--- config.mk ---
export PLATFORM = sky130hd
export DESIGN_NAME = supply_voltage_alarm_monitor_unit
export DESIGN_NICKNAME = d
export VERILOG_FILES = /design/src/svam_pkg.sv /design/src/supply_voltage_alarm_monitor_unit.sv /design/src/svam_qual.sv
export SDC_FILE = /design/constraint.sdc
export NUM_CORES = 1
export LEC_CHECK = 0
export BUFFER_PORTS_ARGS = -buffer_cell sky130_fd_sc_hd__buf_2
export CAP_MARGIN = 25
export CORE_AREA = 5 5 239 241
export DETAILED_ROUTE_END_ITERATION = 6
export DIE_AREA = 0 0 244 246
export GPL_TIMING_DRIVEN = 0
export PLACE_DENSITY = 0.66
export SLEW_MARGIN = 20
export SYNTH_ARGS = -nofsm -noshare
export SYNTH_HDL_FRONTEND = slang
export SYNTH_HIERARCHICAL = 1
export SYNTH_SLANG_ARGS = --single-unit
--- constraint.sdc ---
create_clock -name clock -period 42.6 [get_ports clock]
set_clock_uncertainty 0.1 [all_clocks]
set_input_delay 8.52 -clock clock [delete_from_list [all_inputs] [get_ports clock]]
set_output_delay 8.52 -clock clock [all_outputs]
set_load 0.01 [all_outputs]
--- src/svam_pkg.sv ---
// Shared widths, register map codes, reset values and types for the supply voltage alarm monitor.
package svam_pkg;

   localparam int SAMPLE_W     = 16;
   localparam int SAMPLE_MAX   = 65535;
   localparam int THRESH_W     = 13;
   localparam int COUNT_W      = 8;
   localparam int TENTHS_W     = 14;
   // The trimmed mean never exceeds 65535 mV, so 655 tenths fit in ten bits.
   localparam int VOLT_W       = 10;
   localparam int MV_PER_TENTH = 100;

   localparam int CSR_DATA_W   = 32;
   localparam int CSR_ADDR_W   = 5;
   localparam int CSR_INDEX_W  = 3;

   localparam logic [CSR_INDEX_W-1:0] REG_LOW_THRESHOLD  = 3'd0;
   localparam logic [CSR_INDEX_W-1:0] REG_SHUT_THRESHOLD = 3'd1;
   localparam logic [CSR_INDEX_W-1:0] REG_QUALIFY_COUNT  = 3'd2;
   localparam logic [CSR_INDEX_W-1:0] REG_LOW_MARGIN     = 3'd3;
   localparam logic [CSR_INDEX_W-1:0] REG_SHUT_MARGIN    = 3'd4;

   localparam logic [THRESH_W-1:0] LOW_THRESHOLD_RESET  = 13'd0;
   localparam logic [THRESH_W-1:0] SHUT_THRESHOLD_RESET = 13'd50;
   localparam logic [COUNT_W-1:0]  QUALIFY_COUNT_RESET  = 8'd150;
   localparam logic [COUNT_W-1:0]  LOW_MARGIN_RESET     = 8'd2;
   localparam logic [COUNT_W-1:0]  SHUT_MARGIN_RESET    = 8'd10;

   typedef struct packed {
      logic [THRESH_W-1:0] low_threshold;
      logic [THRESH_W-1:0] shut_threshold;
      logic [COUNT_W-1:0]  qualify_count;
      logic [COUNT_W-1:0]  low_margin;
      logic [COUNT_W-1:0]  shut_margin;
   } cfg_type;

   typedef struct packed {
      logic shut;
      logic low;
   } alarm_type;

endpackage

--- src/supply_voltage_alarm_monitor_unit.sv ---
// Top level of the supply voltage alarm monitor: sample ring, trimmed mean pipeline and CSRs.
module supply_voltage_alarm_monitor_unit #(
   parameter int WINDOW = 6
) (
   input  logic                              clock,
   input  logic                              reset,
   // Sample stream in. tdata: adc_sample[15:0].
   input  logic                              req_tvalid,
   output logic                              req_tready,
   input  logic [svam_pkg::SAMPLE_W-1:0]     req_tdata,
   // Result stream out. tdata: voltage_tenths[13:0], low_alarm[14], shut_alarm[15].
   // tuser: evaluated[0].
   output logic                              rsp_tvalid,
   input  logic                              rsp_tready,
   output logic [15:0]                       rsp_tdata,
   output logic                              rsp_tuser,
   // Configuration port.
   input  logic                              csr_psel,
   input  logic                              csr_penable,
   input  logic                              csr_pwrite,
   input  logic [svam_pkg::CSR_ADDR_W-1:0]   csr_paddr,
   input  logic [svam_pkg::CSR_DATA_W-1:0]   csr_pwdata,
   output logic [svam_pkg::CSR_DATA_W-1:0]   csr_prdata,
   output logic                              csr_pready
);
   // This block watches a supply rail sampled in millivolts and raises an
   // undervoltage alarm or a power-cut alarm once the filtered voltage has
   // stayed in the matching band for qualify_count evaluations in a row;
   // each alarm clears again only after the same count of evaluations above
   // its threshold plus margin, and a power-cut alarm always clears the
   // undervoltage alarm. Every sample transfer produces exactly one result
   // transfer, in order. The first WINDOW samples after reset only fill the
   // sample ring: their results carry evaluated = 0, a voltage of zero and
   // the held alarm state. From then on each sample is averaged with the
   // WINDOW-1 before it after dropping the smallest and largest, and the
   // result is reported in tenths of a volt (truncated). The block takes one
   // sample per clock cycle while the output is not stalled; each result
   // passes through the four pipeline stages (ring min/max/sum, reciprocal
   // multiply, remainder correction, qualifiers) and a result register.
   // A result waiting on a stalled output does not stop new samples from
   // entering until the stages in front of it are full.
   // Configuration registers sit at byte addresses 0x00 low_threshold,
   // 0x04 shut_threshold, 0x08 qualify_count, 0x0C low_margin and
   // 0x10 shut_margin; they may be written only while no sample is in flight.
   import svam_pkg::*;

   localparam int PTR_W    = $clog2(WINDOW);
   localparam int FILL_W   = $clog2(WINDOW + 1);
   localparam int SUM_W    = $clog2(WINDOW * SAMPLE_MAX + 1);
   localparam int TRIM_W   = $clog2((WINDOW - 2) * SAMPLE_MAX + 1);
   localparam int DIVISOR  = (WINDOW - 2) * MV_PER_TENTH;
   // floor(2^TRIM_W / DIVISOR) gives a quotient that is exact or one short.
   localparam int RECIP    = (1 << TRIM_W) / DIVISOR;
   localparam int RECIP_W  = $clog2(RECIP + 1);
   localparam int PROD_W   = TRIM_W + RECIP_W;

   localparam logic [TRIM_W-1:0] DIVISOR_V  = TRIM_W'(DIVISOR);
   localparam logic [PROD_W-1:0] RECIP_V    = PROD_W'(RECIP);
   localparam logic [PTR_W-1:0]  PTR_LAST   = PTR_W'(WINDOW - 1);
   localparam logic [FILL_W-1:0] FILL_FULL  = FILL_W'(WINDOW);

   // ---------------------------------------------------------------- CSRs
   cfg_type                 cfg_ff;
   logic                    csr_write;
   logic [CSR_INDEX_W-1:0]  csr_index;

   assign csr_pready = 1'b1;
   assign csr_write  = csr_psel && csr_penable && csr_pwrite && csr_pready;
   assign csr_index  = csr_paddr[CSR_ADDR_W-1:2];

   always_ff @(posedge clock) begin
      if (reset) begin
         cfg_ff.low_threshold  <= LOW_THRESHOLD_RESET;
         cfg_ff.shut_threshold <= SHUT_THRESHOLD_RESET;
         cfg_ff.qualify_count  <= QUALIFY_COUNT_RESET;
         cfg_ff.low_margin     <= LOW_MARGIN_RESET;
         cfg_ff.shut_margin    <= SHUT_MARGIN_RESET;
      end else if (csr_write) begin
         case (csr_index)
            REG_LOW_THRESHOLD:  cfg_ff.low_threshold  <= csr_pwdata[THRESH_W-1:0];
            REG_SHUT_THRESHOLD: cfg_ff.shut_threshold <= csr_pwdata[THRESH_W-1:0];
            REG_QUALIFY_COUNT:  cfg_ff.qualify_count  <= csr_pwdata[COUNT_W-1:0];
            REG_LOW_MARGIN:     cfg_ff.low_margin     <= csr_pwdata[COUNT_W-1:0];
            REG_SHUT_MARGIN:    cfg_ff.shut_margin    <= csr_pwdata[COUNT_W-1:0];
            default: ;
         endcase
      end
   end

   always_comb begin
      case (csr_index)
         REG_LOW_THRESHOLD:  csr_prdata = CSR_DATA_W'(cfg_ff.low_threshold);
         REG_SHUT_THRESHOLD: csr_prdata = CSR_DATA_W'(cfg_ff.shut_threshold);
         REG_QUALIFY_COUNT:  csr_prdata = CSR_DATA_W'(cfg_ff.qualify_count);
         REG_LOW_MARGIN:     csr_prdata = CSR_DATA_W'(cfg_ff.low_margin);
         REG_SHUT_MARGIN:    csr_prdata = CSR_DATA_W'(cfg_ff.shut_margin);
         default:            csr_prdata = '0;
      endcase
   end

   // ------------------------------------------------------ pipeline flow
   // Each stage moves on when the stage after it is empty or moving on.
   logic s1_valid_ff, s2_valid_ff, s3_valid_ff, s4_valid_ff, rsp_valid_ff;
   logic rsp_free, s4_free, s3_free, s2_free, s1_free;
   logic req_accept;

   assign rsp_free   = !rsp_valid_ff || rsp_tready;
   assign s4_free    = !s4_valid_ff || rsp_free;
   assign s3_free    = !s3_valid_ff || s4_free;
   assign s2_free    = !s2_valid_ff || s3_free;
   assign s1_free    = !s1_valid_ff || s2_free;
   assign req_tready = s1_free;
   assign req_accept = req_tvalid && req_tready;

   always_ff @(posedge clock) begin
      if (reset) begin
         s1_valid_ff  <= 1'b0;
         s2_valid_ff  <= 1'b0;
         s3_valid_ff  <= 1'b0;
         s4_valid_ff  <= 1'b0;
         rsp_valid_ff <= 1'b0;
      end else begin
         if (s1_free)  s1_valid_ff  <= req_tvalid;
         if (s2_free)  s2_valid_ff  <= s1_valid_ff;
         if (s3_free)  s3_valid_ff  <= s2_valid_ff;
         if (s4_free)  s4_valid_ff  <= s3_valid_ff;
         if (rsp_free) rsp_valid_ff <= s4_valid_ff;
      end
   end

   // ------------------------------------------------- stage 1: the ring
   // The sample is written at its transfer; stage 1 then reads the ring with
   // that sample already in place.
   logic [SAMPLE_W-1:0] ring_ff [WINDOW];
   logic [PTR_W-1:0]    wr_ptr_ff;
   logic [FILL_W-1:0]   fill_ff;
   logic                s1_eval_ff;

   always_ff @(posedge clock) begin
      if (req_accept) begin
         ring_ff[wr_ptr_ff] <= req_tdata;
      end
   end

   always_ff @(posedge clock) begin
      if (reset) begin
         wr_ptr_ff <= '0;
         fill_ff   <= '0;
      end else if (req_accept) begin
         wr_ptr_ff <= (wr_ptr_ff == PTR_LAST) ? '0 : wr_ptr_ff + 1'b1;
         if (fill_ff != FILL_FULL) begin
            fill_ff <= fill_ff + 1'b1;
         end
      end
   end

   always_ff @(posedge clock) begin
      if (req_accept) begin
         s1_eval_ff <= (fill_ff == FILL_FULL);
      end
   end

   // Minimum, maximum and sum over the ring, then the trimmed sum.
   logic [SUM_W-1:0]    ring_sum;
   logic [SAMPLE_W-1:0] ring_min;
   logic [SAMPLE_W-1:0] ring_max;
   logic [SUM_W-1:0]    trim_full;

   always_comb begin
      ring_sum = '0;
      ring_min = SAMPLE_W'(SAMPLE_MAX);
      ring_max = '0;
      for (int i = 0; i < WINDOW; i++) begin
         ring_sum = ring_sum + SUM_W'(ring_ff[i]);
         if (ring_ff[i] < ring_min) ring_min = ring_ff[i];
         if (ring_ff[i] > ring_max) ring_max = ring_ff[i];
      end
      trim_full = ring_sum - SUM_W'(ring_min) - SUM_W'(ring_max);
   end

   logic              s2_eval_ff;
   logic [TRIM_W-1:0] s2_trim_ff;

   always_ff @(posedge clock) begin
      if (s2_free && s1_valid_ff) begin
         s2_eval_ff <= s1_eval_ff;
         s2_trim_ff <= trim_full[TRIM_W-1:0];
      end
   end

   // --------------------------- stage 2: multiply by the reciprocal
   logic [PROD_W-1:0] recip_prod;
   logic [PROD_W-1:0] recip_shift;
   logic              s3_eval_ff;
   logic [TRIM_W-1:0] s3_trim_ff;
   logic [VOLT_W-1:0] s3_quot_ff;

   assign recip_prod  = PROD_W'(s2_trim_ff) * RECIP_V;
   assign recip_shift = recip_prod >> TRIM_W;

   always_ff @(posedge clock) begin
      if (s3_free && s2_valid_ff) begin
         s3_eval_ff <= s2_eval_ff;
         s3_trim_ff <= s2_trim_ff;
         s3_quot_ff <= recip_shift[VOLT_W-1:0];
      end
   end

   // ------------------------------ stage 3: correct the estimate by one
   logic [TRIM_W-1:0] quot_times_div;
   logic [TRIM_W-1:0] remainder;
   logic [VOLT_W-1:0] volt_exact;
   logic              s4_eval_ff;
   logic [VOLT_W-1:0] s4_volt_ff;

   assign quot_times_div = TRIM_W'(s3_quot_ff) * DIVISOR_V;
   assign remainder      = s3_trim_ff - quot_times_div;
   assign volt_exact     = (remainder >= DIVISOR_V) ? s3_quot_ff + 1'b1 : s3_quot_ff;

   always_ff @(posedge clock) begin
      if (s4_free && s3_valid_ff) begin
         s4_eval_ff <= s3_eval_ff;
         s4_volt_ff <= volt_exact;
      end
   end

   // ------------------------------------ stage 4: qualifiers and result
   alarm_type         alarms_next;
   logic              qual_step;
   logic              rsp_eval_ff;
   logic [VOLT_W-1:0] rsp_volt_ff;
   alarm_type         rsp_alarms_ff;

   assign qual_step = s4_valid_ff && rsp_free && s4_eval_ff;

   svam_qual u_qual (
      .clock       (clock),
      .reset       (reset),
      .step        (qual_step),
      .voltage     (s4_volt_ff),
      .cfg         (cfg_ff),
      .alarms_next (alarms_next)
   );

   always_ff @(posedge clock) begin
      if (rsp_free && s4_valid_ff) begin
         rsp_eval_ff   <= s4_eval_ff;
         rsp_volt_ff   <= s4_eval_ff ? s4_volt_ff : '0;
         rsp_alarms_ff <= alarms_next;
      end
   end

   assign rsp_tvalid = rsp_valid_ff;
   assign rsp_tuser  = rsp_eval_ff;
   assign rsp_tdata  = {rsp_alarms_ff.shut, rsp_alarms_ff.low, TENTHS_W'(rsp_volt_ff)};

endmodule

--- src/svam_qual.sv ---
// Undervoltage and power-cut qualifiers with hysteresis, saturating counters and alarm flags.
module svam_qual (
   input  logic                           clock,
   input  logic                           reset,
   input  logic                           step,
   input  logic [svam_pkg::VOLT_W-1:0]    voltage,
   input  svam_pkg::cfg_type              cfg,
   output svam_pkg::alarm_type            alarms_next
);
   import svam_pkg::*;

   logic [COUNT_W-1:0] low_cnt_ff, low_cnt_in;
   logic [COUNT_W-1:0] low_clr_ff, low_clr_in;
   logic [COUNT_W-1:0] shut_cnt_ff, shut_cnt_in;
   logic [COUNT_W-1:0] shut_clr_ff, shut_clr_in;
   alarm_type          alarms_ff, alarms_in;

   logic [THRESH_W:0]  volt_ext;
   logic [THRESH_W:0]  low_ext;
   logic [THRESH_W:0]  shut_ext;
   logic [THRESH_W:0]  low_limit;
   logic [THRESH_W:0]  shut_limit;

   function automatic logic [COUNT_W-1:0] sat_inc(input logic [COUNT_W-1:0] cnt,
                                                 input logic [COUNT_W-1:0] lim);
      return (cnt < lim) ? cnt + 1'b1 : cnt;
   endfunction

   always_comb begin
      volt_ext   = (THRESH_W+1)'(voltage);
      low_ext    = (THRESH_W+1)'(cfg.low_threshold);
      shut_ext   = (THRESH_W+1)'(cfg.shut_threshold);
      // Threshold plus margin is kept one bit wider so it never wraps.
      low_limit  = low_ext + (THRESH_W+1)'(cfg.low_margin);
      shut_limit = shut_ext + (THRESH_W+1)'(cfg.shut_margin);

      low_cnt_in  = low_cnt_ff;
      low_clr_in  = low_clr_ff;
      shut_cnt_in = shut_cnt_ff;
      shut_clr_in = shut_clr_ff;
      alarms_in   = alarms_ff;

      if (step) begin
         // Undervoltage window lies strictly between the two thresholds.
         if (volt_ext < low_ext && volt_ext > shut_ext) begin
            low_cnt_in = sat_inc(low_cnt_ff, cfg.qualify_count);
            low_clr_in = '0;
         end else if (volt_ext > low_limit) begin
            low_cnt_in = '0;
            low_clr_in = sat_inc(low_clr_ff, cfg.qualify_count);
         end
         if (low_cnt_in >= cfg.qualify_count) begin
            alarms_in.low  = 1'b1;
            alarms_in.shut = 1'b0;
         end else if (low_clr_in >= cfg.qualify_count) begin
            alarms_in.low  = 1'b0;
         end

         // Power-cut is evaluated last, so it overrides the undervoltage result.
         if (volt_ext < shut_ext) begin
            shut_cnt_in = sat_inc(shut_cnt_ff, cfg.qualify_count);
            shut_clr_in = '0;
         end else if (volt_ext > shut_limit) begin
            shut_cnt_in = '0;
            shut_clr_in = sat_inc(shut_clr_ff, cfg.qualify_count);
         end
         if (shut_cnt_in >= cfg.qualify_count) begin
            alarms_in.shut = 1'b1;
            alarms_in.low  = 1'b0;
         end else if (shut_clr_in >= cfg.qualify_count) begin
            alarms_in.shut = 1'b0;
         end
      end
   end

   assign alarms_next = alarms_in;

   always_ff @(posedge clock) begin
      if (reset) begin
         low_cnt_ff  <= '0;
         low_clr_ff  <= '0;
         shut_cnt_ff <= '0;
         shut_clr_ff <= '0;
         alarms_ff   <= '0;
      end else begin
         low_cnt_ff  <= low_cnt_in;
         low_clr_ff  <= low_clr_in;
         shut_cnt_ff <= shut_cnt_in;
         shut_clr_ff <= shut_clr_in;
         alarms_ff   <= alarms_in;
      end
   end

endmodule
==> metrics <==
status=finished clean; R2R Setup Slk=22.87 ns; RSZ-0062 raised after global routing=false; synthesized cell area=27,000 µm²; CTS tree=built; Largest stage delay, worst path=0.80 ns; area of the multi-input gates=18,200 µm²; fin area=29,700 µm²; clock transition at the registers of the reported paths=0.06 ns; fin nets=3,659; Final Max Tran Viols=0; Hold Crit Depth=0; final hold slack=0.305 ns; largest net degree at the start of global routing=25; Hold Path Class=reg -> reg; filler cell count in the final layout=4,895; Hold Fails Final Rpt=0; fin crit share=0.463; crit path launch type=flop; min cycle time layout=19.73 ns; Hold Path End=s2_eval_ff$_DFFE_PP_; P&R area growth vs syn=10.0%; DR pass1 iterations=7; die area=60,000 µm²; Crit path buffers/inverters=14; WL/cell=19.9 µm; H-tree depth=2; hold_buf cts=0; total number of vias=21,722; IO Port Bufs=64; setup bufs post-CTS=0; Crit Path Max Fanout=10; CP Data Arrival Time=19.88 ns; Die H=246 µm; first-pass GRT wire length=117 mm; Antenna Nets Post-Route=0; Slew HR=0.344; CTS Buf Count=35; Total Wirelength=74.1 mm; die width=244 µm; worst slew pin tran=0.977 ns; initial antenna violation count=0; Reg area=6860 µm²; Antenna Cells=0; cell mode on critical path=a21oi_1; Main synth FF type=edfxtp_1; crit end category=flop; FFs w/ async S/R, synth=0; Worst path top cell family by delay=compound AO/OA/AOI/OAI gates; Clock Sinks=260; f_max=50.7 MHz; Setup Total Neg Slack=0 ns; clk root buf=clkbuf_16; reg2reg start=ring_ff[0][5]$_DFFE_PP_; All-Layer GR Usage=0.243; num rows=86; Residual DRC=0; Mapped Cells=2,869; area of the core=54,700 µm²; Post-synth EDFFs=165; DR iter-0 viols=1,368; syn_area_per_cell=9.40 µm²; GP Congestion=0.946; CP required=42.75 ns; CP max stage cell=nor3_1; crit path kind=reg -> reg; Yosys Warn Count=6; sequential fraction of the synthesis area=0.254; Netlist cell types=87; Vias per Instance=5.82; vias in the first global route=21,947; min-delay src=s1_eval_ff$_DFFE_PP_; FF+latch count, synth=260; post_cts resized=0; Boundary Pins=112; Detail Placement HPWL=60.4 mm; FF-to-FF path depth=88; Post-DP Area=28,400 µm²; Worst-Skew Late Latency=0.54 ns; Initial Utilization=0.493; max-cap viol count=0; Clock Tree Buf Depth=3; Finished Core Util=0.543; share of layout cells above drive strength 1=0.0796; grt total ovfl=0; worst reg2reg endpoint=s2_trim_ff[17]$_DFFE_PP_; final setup violation count=0
synth_stat cells, types with 26 or more instances:
| master | n | area share |
|---|---|---|
| a211oi_1 | 32 | 0.0089 |
| a21o_1 | 84 | 0.023 |
| a21oi_1 | 202 | 0.037 |
| and2_1 | 28 | 0.0065 |
| clkbuf_1 | 66 | 0.0092 |
| dfxtp_1 | 95 | 0.071 |
| edfxtp_1 | 165 | 0.18 |
| fa_1 | 159 | 0.12 |
| ha_1 | 438 | 0.20 |
| inv_1 | 402 | 0.056 |
| mux2_2 | 26 | 0.011 |
| mux2i_1 | 77 | 0.029 |
| nand2_1 | 172 | 0.024 |
| nand2b_1 | 32 | 0.0074 |
| nand3_1 | 47 | 0.0087 |
| nand4_1 | 46 | 0.011 |
| nor2_1 | 153 | 0.021 |
| nor2b_1 | 34 | 0.0079 |
| nor3_1 | 61 | 0.011 |
| o21ai_0 | 102 | 0.019 |
| xnor2_1 | 49 | 0.016 |
final cells by class:
type                    count  share of cell area
multi-input cells        2114               0.612
flip-flops and latches    260               0.231
inverters                 403              0.0510
clock buffers              37              0.0305
well taps                 704              0.0297
plain buffers             114              0.0196
repair buffers             74              0.0153
clock inverters            27              0.0110
stage by stage:
step                      worst slack, ns  instances
after CTS                           22.98       3733
after detailed placement            23.07       3669
after floorplan                     24.13       2891
after global routing                21.69       3733
after global placement              23.48       3659
final                               22.87       3733
worst max-delay path by stage:
stage                                          end  slack [ns]                    start  depth (start not counted)
after global placement    s2_trim_ff[17]$_DFFE_PP_       23.48  ring_ff[0][1]$_DFFE_PP_                         87
final                     s2_trim_ff[17]$_DFFE_PP_       22.87  ring_ff[0][5]$_DFFE_PP_                         88
after CTS                 s2_trim_ff[17]$_DFFE_PP_       22.98  ring_ff[0][1]$_DFFE_PP_                         87
after detailed placement  s2_trim_ff[17]$_DFFE_PP_       23.07  ring_ff[0][1]$_DFFE_PP_                         87
after global routing      s2_trim_ff[17]$_DFFE_PP_       21.69  ring_ff[0][5]$_DFFE_PP_                         88
after floorplan                      csr_prdata[4]       24.13             csr_paddr[2]                          5
layout by cell type, fill, tap and decap left out, types with 10 or more instances in the layout:
cell type and n:
mux2i_1 77, nand4_1 46, o2111ai_1 10, nand2b_1 32, o21bai_1 10, a22oi_1 17
o21ai_0 102, mux2_2 26, or3_1 15, nor2b_1 33, dfxtp_1 95, a211oi_1 32
o21ai_1 10, conb_1 24, inv_1 402, nor3_1 59, and3_1 16, nor2_1 149
o22ai_1 10, a211o_1 16, buf_2 78, nand2_1 172, ha_1 438, and2_1 28
edfxtp_1 165, fa_1 159, clkbuf_16 36, a21o_1 84, xor2_1 25, a41o_1 15
clkbuf_1 67, and4_1 10, a21oi_1 202, a31oi_1 23, buf_4 28, nor4_1 24
o211ai_1 16, o21a_1 17, xnor2_1 49, nand3_1 47
registers in the layout, indices dropped and copies added, names as in the netlist, 8 cells and up:
| signal | flops |
|---|---|
| ring_ff | 96 |
| cfg_ff | 50 |
| s2_trim_ff | 18 |
| s3_trim_ff | 14 |
| rsp_volt_ff | 10 |
| s3_quot_ff | 10 |
| s4_volt_ff | 10 |
| u_qual/low_clr_ff | 8 |
| u_qual/low_cnt_ff | 8 |
| u_qual/shut_clr_ff | 8 |
| u_qual/shut_cnt_ff | 8 |
cell families (layout without fill, tap and decap cells):
kind of cell,after synthesis,after routing,share of synthesized area
buffers and inverters,517,655,0.0776
adders and majority gates,598,598,0.322
AOI/OAI and AO/OA,642,642,0.157
other,2,24,0.000278
xor gates and xnor gates,74,74,0.0240
and+or+nand+nor,670,670,0.124
DFF,260,260,0.254
muxes,106,106,0.0414
layer usage:
| metal | share of wire | GRT usage |
|---|---|---|
| met4 | 0.041 | 0.0951 |
| met3 | 0.058 | 0.0300 |
| met1 | 0.41 | 0.308 |
| met5 | 0 | 0 |
| met2 | 0.49 | 0.424 |
Power is left out: the tool's default activity adds up to more than one toggle a clock period on the data nets, which glitch-free logic cannot reach.
